--- src/hdl/tpco_pkg.sv ---
package tpco_pkg;

   localparam int POS_W      = 14;
   localparam int DIM_W      = 15;
   localparam int GAIN_W     = 12;
   localparam int CNT_W      = 27;
   localparam int BCD_MAX_W  = 40;
   localparam int DIV_W      = 22;
   localparam int WITHIN_W   = 4;
   localparam int CSR_DATA_W = 13;
   localparam int CSR_IDX_W  = 2;

   localparam int RED_SPAN    = 200;
   localparam int GREEN_SPAN  = 180;
   localparam int BLUE_BASE   = 80;
   localparam int BOX_X0      = 2;
   localparam int BOX_X1      = 80;
   localparam int BOX_Y0      = 2;
   localparam int BOX_Y1      = 20;
   localparam int DIGIT_X0    = 4;
   localparam int DIGIT_Y0    = 4;
   localparam int DIGIT_Y1    = 18;
   localparam int DIGIT_LAST  = 11;
   localparam int GLYPH_SPAN  = 10;
   localparam int GAIN_MIN    = 13;
   localparam int GAIN_MAX    = 2048;
   localparam int SAT_LIMIT   = 65280;
   localparam int ROUND_HALF  = 128;
   localparam int RESET_W     = 640;
   localparam int RESET_H     = 480;
   localparam int RESET_GAIN  = 256;

   typedef enum logic [CSR_IDX_W-1:0] {
      REG_WIDTH  = 2'd0,
      REG_HEIGHT = 2'd1,
      REG_GAIN   = 2'd2
   } reg_index_type;

   typedef struct packed {
      logic [12:0]       width;
      logic [12:0]       height;
      logic [GAIN_W-1:0] gain;
   } cfg_type;

   typedef struct packed {
      logic [POS_W-1:0]     x;
      logic [POS_W-1:0]     y;
      logic [DIM_W-1:0]     width;
      logic [DIM_W-1:0]     height;
      logic [GAIN_W-1:0]    gain;
      logic [CNT_W-1:0]     frame;
      logic [BCD_MAX_W-1:0] bcd;
      logic [POS_W-1:0]     digit;
      logic [WITHIN_W-1:0]  slot_pos;
      logic                 line_last;
      logic                 frame_last;
   } job_type;

   localparam logic [4:0] GLYPHS [10][7] = '{
      '{5'h0E, 5'h11, 5'h13, 5'h15, 5'h19, 5'h11, 5'h0E},
      '{5'h04, 5'h0C, 5'h04, 5'h04, 5'h04, 5'h04, 5'h0E},
      '{5'h0E, 5'h11, 5'h01, 5'h02, 5'h04, 5'h08, 5'h1F},
      '{5'h0E, 5'h11, 5'h01, 5'h06, 5'h01, 5'h11, 5'h0E},
      '{5'h02, 5'h06, 5'h0A, 5'h12, 5'h1F, 5'h02, 5'h02},
      '{5'h1F, 5'h10, 5'h1E, 5'h01, 5'h01, 5'h11, 5'h0E},
      '{5'h06, 5'h08, 5'h10, 5'h1E, 5'h11, 5'h11, 5'h0E},
      '{5'h1F, 5'h01, 5'h02, 5'h04, 5'h08, 5'h08, 5'h08},
      '{5'h0E, 5'h11, 5'h11, 5'h0E, 5'h11, 5'h11, 5'h0E},
      '{5'h0E, 5'h11, 5'h11, 5'h0F, 5'h01, 5'h02, 5'h0C}
   };

   function automatic logic [4:0] glyph_row(input logic [3:0] d, input logic [2:0] r);
      logic [4:0] bits;
      bits = 5'd0;
      if (d < 4'd10 && r < 3'd7) begin
         bits = GLYPHS[d][r];
      end
      return bits;
   endfunction

endpackage

--- src/hdl/tpco_back.sv ---
module tpco_back #(
   parameter int COUNT_DIGITS = 8
) (
   input  logic              clock,
   input  logic              reset,
   input  tpco_pkg::job_type job_in,
   input  logic              job_valid,
   output logic              job_pop,
   input  logic              rsp_pop,
   output logic              rsp_empty,
   output logic [7:0]        rsp_red,
   output logic [7:0]        rsp_green,
   output logic [7:0]        rsp_blue,
   output logic              rsp_line_last,
   output logic              rsp_frame_last,
   output logic [26:0]       rsp_frame_index
);
   import tpco_pkg::*;

   localparam int STEP_W = $clog2(DIV_W);
   localparam int ND_W   = $clog2(COUNT_DIGITS + 1);

   typedef enum logic [3:0] {
      ST_IDLE  = 4'b0001,
      ST_DIV   = 4'b0010,
      ST_COLOR = 4'b0100,
      ST_GAIN  = 4'b1000
   } state_type;

   state_type state_ff, state_in;
   job_type   job_ff;
   logic [DIV_W-1:0]  dvd_r_ff, dvd_g_ff;
   logic [DIM_W-1:0]  rem_r_ff, rem_g_ff, rem_r_in, rem_g_in;
   logic [7:0]        q_r_ff, q_g_ff;
   logic              q_r_bit, q_g_bit;
   logic [STEP_W-1:0] step_ff;
   logic [7:0]        r_ff, g_ff, b_ff, r_in, g_in, b_in;
   logic [7:0]        red_in, green_in, blue_in;
   logic              out_valid_ff, out_load;

   // one restoring step for both quotients
   always_comb begin
      logic [DIM_W:0] rs_r, rs_g;
      rs_r    = {rem_r_ff, dvd_r_ff[DIV_W-1]};
      rs_g    = {rem_g_ff, dvd_g_ff[DIV_W-1]};
      q_r_bit = rs_r >= {1'b0, job_ff.width};
      q_g_bit = rs_g >= {1'b0, job_ff.height};
      rem_r_in = q_r_bit ? DIM_W'(rs_r - {1'b0, job_ff.width})  : DIM_W'(rs_r);
      rem_g_in = q_g_bit ? DIM_W'(rs_g - {1'b0, job_ff.height}) : DIM_W'(rs_g);
   end

   // background, box and digit overlay
   always_comb begin
      logic [ND_W-1:0]  nd;
      logic [3:0]       d;
      logic [4:0]       gl;
      logic [2:0]       col;
      logic [POS_W-1:0] yo;
      logic [7:0]       f8;
      logic             dot;
      f8 = job_ff.frame[7:0];
      nd = ND_W'(1);
      for (int i = 0; i < COUNT_DIGITS; i++) begin
         if (job_ff.bcd[4*i +: 4] != 4'd0) nd = ND_W'(i + 1);
      end
      d = 4'd0;
      for (int i = 0; i < COUNT_DIGITS; i++) begin
         if ((POS_W+1)'(job_ff.digit) + (POS_W+1)'(i + 1) == (POS_W+1)'(nd)) begin
            d = job_ff.bcd[4*i +: 4];
         end
      end
      yo  = job_ff.y - POS_W'(DIGIT_Y0);
      col = job_ff.slot_pos[3:1];
      gl  = glyph_row(d, yo[3:1]);
      dot = (job_ff.y >= POS_W'(DIGIT_Y0)) && (job_ff.y < POS_W'(DIGIT_Y1))
         && (job_ff.x >= POS_W'(DIGIT_X0))
         && ((POS_W+1)'(job_ff.digit) < (POS_W+1)'(nd))
         && (job_ff.slot_pos < WITHIN_W'(GLYPH_SPAN))
         && gl[3'd4 - col];
      r_in = q_r_ff + {f8[6:0], 1'b0};
      g_in = q_g_ff + f8 + {f8[6:0], 1'b0};
      b_in = 8'(BLUE_BASE) + {2'b00, f8[5:0]};
      if (job_ff.x >= POS_W'(BOX_X0) && job_ff.x < POS_W'(BOX_X1)
          && job_ff.y >= POS_W'(BOX_Y0) && job_ff.y < POS_W'(BOX_Y1)) begin
         r_in = '0;
         g_in = '0;
         b_in = '0;
      end
      if (dot) begin
         r_in = 8'hFF;
         g_in = 8'hFF;
         b_in = 8'hFF;
      end
   end

   function automatic logic [7:0] gain_apply(input logic [7:0] v, input logic [GAIN_W-1:0] k);
      logic [19:0] p;
      logic [19:0] pr;
      p  = 20'(v) * 20'(k);
      pr = p + 20'(ROUND_HALF);
      return (p >= 20'(SAT_LIMIT)) ? 8'hFF : pr[15:8];
   endfunction

   assign red_in   = gain_apply(r_ff, job_ff.gain);
   assign green_in = gain_apply(g_ff, job_ff.gain);
   assign blue_in  = gain_apply(b_ff, job_ff.gain);

   assign job_pop   = (state_ff == ST_IDLE) && job_valid;
   assign out_load  = (state_ff == ST_GAIN) && (!out_valid_ff || rsp_pop);
   assign rsp_empty = !out_valid_ff;

   always_comb begin
      state_in = state_ff;
      case (state_ff)
         ST_IDLE:  if (job_valid) state_in = ST_DIV;
         ST_DIV:   if (step_ff == '0) state_in = ST_COLOR;
         ST_COLOR: state_in = ST_GAIN;
         ST_GAIN:  if (out_load) state_in = ST_IDLE;
         default:  state_in = ST_IDLE;
      endcase
   end

   always_ff @(posedge clock) begin
      if (reset) begin
         state_ff     <= ST_IDLE;
         out_valid_ff <= 1'b0;
      end else begin
         state_ff <= state_in;
         if (out_load) out_valid_ff <= 1'b1;
         else if (rsp_pop) out_valid_ff <= 1'b0;
      end
   end

   always_ff @(posedge clock) begin
      if (job_pop) begin
         job_ff   <= job_in;
         dvd_r_ff <= DIV_W'(job_in.x) * DIV_W'(RED_SPAN);
         dvd_g_ff <= DIV_W'(job_in.y) * DIV_W'(GREEN_SPAN);
         rem_r_ff <= '0;
         rem_g_ff <= '0;
         q_r_ff   <= '0;
         q_g_ff   <= '0;
         step_ff  <= STEP_W'(DIV_W - 1);
      end else if (state_ff == ST_DIV) begin
         dvd_r_ff <= {dvd_r_ff[DIV_W-2:0], 1'b0};
         dvd_g_ff <= {dvd_g_ff[DIV_W-2:0], 1'b0};
         rem_r_ff <= rem_r_in;
         rem_g_ff <= rem_g_in;
         q_r_ff   <= {q_r_ff[6:0], q_r_bit};
         q_g_ff   <= {q_g_ff[6:0], q_g_bit};
         step_ff  <= step_ff - 1'b1;
      end
      if (state_ff == ST_COLOR) begin
         r_ff <= r_in;
         g_ff <= g_in;
         b_ff <= b_in;
      end
      if (out_load) begin
         rsp_red         <= red_in;
         rsp_green       <= green_in;
         rsp_blue        <= blue_in;
         rsp_line_last   <= job_ff.line_last;
         rsp_frame_last  <= job_ff.frame_last;
         rsp_frame_index <= job_ff.frame;
      end
   end
endmodule

--- config.mk ---
export PLATFORM = sky130hd
export DESIGN_NAME = tpco_back
export DESIGN_NICKNAME = d
export VERILOG_FILES = /design/src/hdl/tpco_pkg.sv /design/src/hdl/tpco_back.sv
export SDC_FILE = /design/constraint.sdc
export NUM_CORES = 1
export LEC_CHECK = 0
export BUFFER_PORTS_ARGS = -buffer_cell sky130_fd_sc_hd__buf_2
export CORE_UTILIZATION = 50
export DETAILED_ROUTE_END_ITERATION = 10
export PLACE_DENSITY = 0.68
export SYNTH_ARGS = -nofsm -noshare
export SYNTH_HDL_FRONTEND = slang
export SYNTH_SLANG_ARGS = --single-unit
--- constraint.sdc ---
create_clock -name clock -period 12.26 [get_ports clock]
set_input_delay 1.839 -clock clock [delete_from_list [all_inputs] [get_ports clock]]
set_output_delay 1.839 -clock clock [all_outputs]
set_load 0.02 [all_outputs]
==> impl_results.md, run 1 <==
- All-Layer GR Usage: 0.244
- First-pass DRT Iterations: 9
- Met3 layer usage reported by global route: 0.0376
- Post-CTS setup buffer count: 0
- Adder-Cell Fraction of Synth Area: 0.275
- Switch share: 0.413
- Main synth FF type: edfxtp_1
- Ports: 216
- Seq pwr share: 0.260
- Antenna viol nets, final: 0
- Top cell by count, worst path: nor4_1
- Critical path's slowest cell: a2111oi_0
- # hold bufs at CTS: 0
- Vias per cell: 5.63
- Most Crowded Layer GR: met2
- Mapped cell area: 28,600 µm²
- Final Total Pwr: 0.00591 W
- Fin area: 31,600 µm²
- XOR/XNOR share of the synthesized area: 0.0355
- Seq/Total Area, Yosys: 0.315
- Final Hold Vio Count: 0
- Commonest non-fill, non-tap cell in the layout: inv_1
- Wire per inst: 17.8 µm
- Max VDD drop: 0.182 mV
- Worst slew pin tran: 1160 ps
- GRT overflow: 0
- Number of global-route vias before repair: 22,262
- Tmin final: 7250 ps
- Initial core utilization: 0.507
- P_leak: 14.2 nW
- Max Slew Vio Count: 0
- Die X: 241 µm
- Deepest clock path buffer count: 3
- Data required, critical path: 12,570 ps
- WP buf/inv: 2
- Crit path cell chain: nor4_1, a21oi_1, o21ai_0, a21oi_1, ha_1, nand2_1, a2111oi_0, nand4_1, nor4_1, and2_1, nand2_1, a41oi_1, inv_1, ha_1, mux2i_1, mux2i_1, o22ai_1, or4_1, nor4_1, a2111oi_4, buf_4, a21o_1
- Fmax: 138 MHz
- Slew Limit Headroom: 0.224
- Grt met2 use: 0.408
- Sw Pwr: 0.00244 W
- Internal power: 0.00347 W
- CTS Sinks: 319
- Share of cells above drive strength 1: 0.108
- Setup-failing EPs final: 0
- Post-synthesis simple-gate area fraction: 0.164
- HPWL Detailed: 51.6 mm
- Syn_nets: 3,619
- # DRC: 0
- H-tree lvl count: 2
- Global-route wire length before repair: 113 mm
- CTS tree: done
- Synth Area in Compound Gates: 0.123
- CTS root buffer: clkbuf_16
- CP Launch Type: register
- Die area: 58,200 µm²
- Worst skew pair latency: 580 ps
- Cell Pwr Density: 187 nW/µm²
- Clock skew: 26.5 ps
- Asr flop ratio synth: 0
- Combinational share of power: 0.536
- Placed instance area: 30,300 µm²
- Syn_area_per_cell: 9.67 µm²
- Max Cap Viol: 0
- Critical-path maximum fanout: 24
- Most frequent cells in the layout: inv_1 (403), nand2_1 (348), ha_1 (275), edfxtp_1 (263), fa_1 (221)
- Clock power share: 0.204
- Nets@finish: 3,759
- Routed vias: 21,890
- EDFF count, synth: 263
- Worst path max stage delay: 720 ps
- Placer congestion estimate: 0.931
- Area grow syn2layout: 10.4%
- Initial antenna violation count: 9
- Worst setup margin: 5010 ps
- Mux contribution to synthesized area: 0.0163
- Main combinational cell family by area after synthesis: adder cells
- Crit end category: register
- Hold WC Path Type: register to register
- Final setup TNS: 0 ps
- Library cells used by synthesis: 103
- Tcrit/Tclk final: 0.592
- Mapped Cells: 2,962
- Largest net degree at the start of global routing: 114
- Detailed Route WL: 69.3 mm
- Post-CTS Resized: 0
- DRT iter0 DRCs: 1,604
- Worst path top cell family by delay: simple AND/OR/NAND/NOR gates
- Setup WS pre-CTS: 5100 ps
- Worst hold margin: 415 ps
- Seq cells post-synth: 319
- Worst Path Arrival: 7570 ps
- Clock slew at reported path FFs: 60 ps
- Setup CP Type: register to register
- Number of buffers created by CTS: 38
- RSZ-0062 raised after global routing: false
- Site row count: 87
- Routing usage on met1: 0.319
- Status: finished clean
- Synthesis Warnings: 0
- Die Y: 241 µm
- Port Buffers: 206
- Core box area: 56,500 µm²
synthesized netlist by cell type (27+ instances only):
cell      number  area share
a21boi_0      27      0.0071
a21o_1        53       0.014
a21oi_1      113       0.020
and2_1       156       0.034
clkbuf_1     100       0.013
dfxtp_1       56       0.039
edfxtp_1     263        0.28
fa_1         221        0.15
ha_1         275        0.12
inv_1        403       0.053
mux2i_1       42       0.015
nand2_1      349       0.046
nand3_1       52      0.0091
nand4_1       32      0.0070
nor2_1       116       0.015
nor2b_1       27      0.0059
nor3_1        43      0.0075
nor4_1        30      0.0066
o21ai_0      138       0.024
xnor2_1       70       0.021
xor2_1        39       0.012
path summary, 6_finish.rpt:
path | end | slack (ps) | cells after the start | start
max | g_ff[1]$_SDFFCE_PP1P_ | 5010 | 22 | job_ff[28]$_DFFE_PP_
min | rsp_frame_index[12]$_DFFE_PP_ | 420 | 0 | job_ff[72]$_DFFE_PP_
max reg2reg | g_ff[1]$_SDFFCE_PP1P_ | 5010 | 22 | job_ff[28]$_DFFE_PP_
min reg2reg | rsp_frame_index[12]$_DFFE_PP_ | 420 | 0 | job_ff[72]$_DFFE_PP_
kinds of logic after synthesis:
family	count (synthesis)
buffers and inverters	534
adder cells (fa/ha/maj)	496
AND/OR/NAND/NOR	930
multiplexers	46
XOR/XNOR	112
AO/OA/AOI/OAI	525
flip-flops	319
routing by layer:
layer / share of wire / up-vias
met5: 0.0014 / -
met4: 0.033 / 16
met3: 0.056 / 148
met2: 0.47 / 626
met1: 0.44 / 10671
li1: - / 10429
stage by stage:
step	utilization	std cells
CTS	0.560	3887
detailed placement	0.536	3818
finish	0.560	3888
global placement	0.536	3818
floorplan	-	2962
global route	0.560	3888
flip-flops by register name, summed over array words and instances, names as in the netlist, 4 cells and up:
name / cells
rem_g_ff: 15
step_ff: 5
job_ff: 147
b_ff: 8
g_ff: 8
rsp_blue: 8
dvd_r_ff: 19
q_r_ff: 8
rsp_frame_index: 27
rsp_red: 8
r_ff: 8
rem_r_ff: 15
state_ff: 4
dvd_g_ff: 20
rsp_green: 8
q_g_ff: 8
final cells by class:
| type | instances | area [µm²] |
|---|---|---|
| diodes | 1 | 2.50 |
| clock buffers | 41 | 982 |
| clock inverters | 28 | 353 |
| fillers | 4856 | 24900 |
| inverters | 406 | 1530 |
| multi-input cells | 2109 | 17600 |
| flip-flops and latches | 319 | 9020 |
| well taps | 756 | 946 |
| repair buffers | 228 | 1200 |
power by group through the flow:
stage	logic, W	clock network, W	registers [W]
finish	0.00317	0.00120	0.00153
global route	0.00361	0.00128	0.00155
CTS	0.00318	0.00124	0.00153
detailed placement	0.00315	0	0.00155
global placement	0.00307	0	0.00155
floorplan	0.00255	0	0.00151
No activity file was read; power rests on OpenSTA's default activity.
==> run 2: changes to the inputs <==
--- a/config.mk
+++ b/config.mk
@@ -8,7 +8,7 @@
 export BUFFER_PORTS_ARGS = -buffer_cell sky130_fd_sc_hd__buf_2
 export CORE_UTILIZATION = 50
 export DETAILED_ROUTE_END_ITERATION = 10
-export PLACE_DENSITY = 0.68
+export PLACE_DENSITY = 0.71
 export SYNTH_ARGS = -nofsm -noshare
 export SYNTH_HDL_FRONTEND = slang
 export SYNTH_SLANG_ARGS = --single-unit
==> constraint.sdc (replaced) <==
create_clock -name clock -period 6.1 [get_ports clock]
set_input_delay 0.915 -clock clock [delete_from_list [all_inputs] [get_ports clock]]
set_output_delay 0.915 -clock clock [all_outputs]
set_load 0.02 [all_outputs]
==> impl_results.md, run 2 (synthesis results as in run 1) <==
- Worst skew pair latency: 570 ps
- Number of global-route vias before repair: 22,856
- Die X: 241 µm
- First-pass DRT Iterations: 5
- CTS Sinks: 319
- Data required, critical path: 6540 ps
- DRT iter0 DRCs: 1,608
- Core Util, Final: 0.583
- Clock power share: 0.199
- Largest registers: job_ff x147, rsp_frame_index x27, dvd_g_ff x20
- Crit end category: register
- Area grow syn2layout: 15.0%
- Tmin final: 5820 ps
- R2R setup slack: 280 ps
- Critical-path maximum fanout: 12
- Combinational share of power: 0.554
- GRT overflow: 0
- Highest metal used: met5
- Die Y: 241 µm
- Most frequent cells in the layout: inv_1 (403), nand2_1 (348), ha_1 (273), edfxtp_1 (263), fa_1 (221)
- Wire per inst: 18.0 µm
- CTS root buffer: clkbuf_16
- Clock skew: 17.7 ps
- Fmax: 172 MHz
- Ports: 216
- Worst Path Arrival: 6260 ps
- Initial core utilization: 0.507
- Detailed Route WL: 72.8 mm
- Met3 WL: 4.46 mm
- H-tree lvl count: 2
- Routed vias: 22,550
- HPWL Detailed: 55.3 mm
- Cell Pwr Density: 371 nW/µm²
- Deepest clock path buffer count: 3
- Max Slew Vio Count: 0
- All-Layer GR Usage: 0.252
- # hold bufs at CTS: 0
- Internal power: 0.00717 W
- Hold WC Path Type: register to register
- Placer congestion estimate: 0.880
- Share of cells above drive strength 1: 0.152
- Site row count: 87
- Port Buffers: 206
- Top reg by flops: job_ff
- Max Cap Viol: 0
- Initial antenna violation count: 8
- Final Total Pwr: 0.0122 W
- CP Launch Type: register
- Switch share: 0.413
- Die area: 58,200 µm²
- Core box area: 56,500 µm²
- CTS tree: done
- Sw Pwr: 0.00504 W
- Tcrit/Tclk final: 0.953
- Seq pwr share: 0.247
- WL met2: 35.2 mm
- Max reg flops: 147
- Slew Limit Headroom: 0.200
- Setup CP Type: register to register
- Nets@finish: 3,909
- Final Hold Vio Count: 0
- Largest net degree at the start of global routing: 125
- Vias per cell: 5.58
- # DRC: 0
- Number of buffers created by CTS: 39
- Commonest non-fill, non-tap cell in the layout: inv_1
- Max VDD drop: 0.288 mV
- Global-route wire length before repair: 117 mm
- Setup-failing EPs final: 0
- FILL cells: 4,768
- Worst slew pin tran: 1200 ps
- Status: finished clean
- Antenna viol nets, final: 0
- Length of routed wiring on met1: 31.1 mm
- ANT cells: 0
- Clock slew at reported path FFs: 60 ps
- P_leak: 15.0 nW
## run 2: worst max-delay path, cell delays in order (launching register included)
cell       delay, ps
edfxtp_1         390
or4_4            560
a211oi_2         270
o21ai_0          150
ha_1             310
nand2_1          130
a2111oi_1        390
buf_4            190
nand4_1           90
nor4_1           290
buf_4            200
and2_1           150
nand2_1           80
a41oi_1          230
buf_4            150
inv_1             60
ha_4             290
inv_1             70
buf_4            140
xnor2_1          220
o22ai_1          130
a21o_1           190
a41o_1           240
a2111oi_4        330
buf_4            200
clkbuf_16        160
a21o_1            90
## run 2: routing by layer
layer  track usage  vias up
li1              -    10723
met1         0.325    11017
met2         0.432      646
met3        0.0451      148
met4        0.0779       16
met5             0        -
## run 2: metrics by stage
stage / setup WS, ps / instances / area, µm² / setup TNS, ps / hold slack, ps
2_1_floorplan: 171 / 2962 / 28600 / 0 / 400
3_3_place_gp: 101 / 3961 / 31400 / 0 / 401
3_5_place_dp: 30.0 / 3961 / 31400 / 0 / 406
4_1_cts: 13.8 / 4034 / 32800 / 0 / 418
5_1_grt: -17.7 / 4039 / 32900 / -81.2 / 427
6_report: 285 / 4039 / 32900 / 0 / 416
## run 2: final timing paths
check / startpoint / to / cells after the start
setup / recovery: job_ff[32]$_DFFE_PP_ / g_ff[3]$_SDFFCE_PP1P_ / 26
hold / removal: job_ff[81]$_DFFE_PP_ / rsp_frame_index[21]$_DFFE_PP_ / 0
setup reg to reg: job_ff[32]$_DFFE_PP_ / g_ff[3]$_SDFFCE_PP1P_ / 26
hold reg to reg: job_ff[81]$_DFFE_PP_ / rsp_frame_index[21]$_DFFE_PP_ / 0
## run 2: area by class of cell
type | instances | area, µm² | area share
clock buffer | 47 | 1040 | 0.0315
clock inverter | 25 | 314 | 0.00954
inverter | 406 | 1530 | 0.0465
multi-input combinational | 2109 | 17700 | 0.538
sequential | 319 | 9020 | 0.274
tap | 756 | 946 | 0.0287
timing repair buffer | 377 | 2380 | 0.0723
## run 2: power by group through the flow
stage,Combinational (W),Sequential [W],Clock (W)
6_report,0.00676,0.00302,0.00244
5_1_grt,0.00765,0.00305,0.00257
4_1_cts,0.00667,0.00302,0.00250
3_5_place_dp,0.00658,0.00306,0
3_3_place_gp,0.00639,0.00305,0
2_1_floorplan,0.00512,0.00301,0
## run 2: repair_timing
item                                    CTS  global route
pin swaps                                 0             7
buffers inserted                          1             4
cloned                                    0             1
gates resized for setup                   0            37
endpoints found under the setup margin    3            48
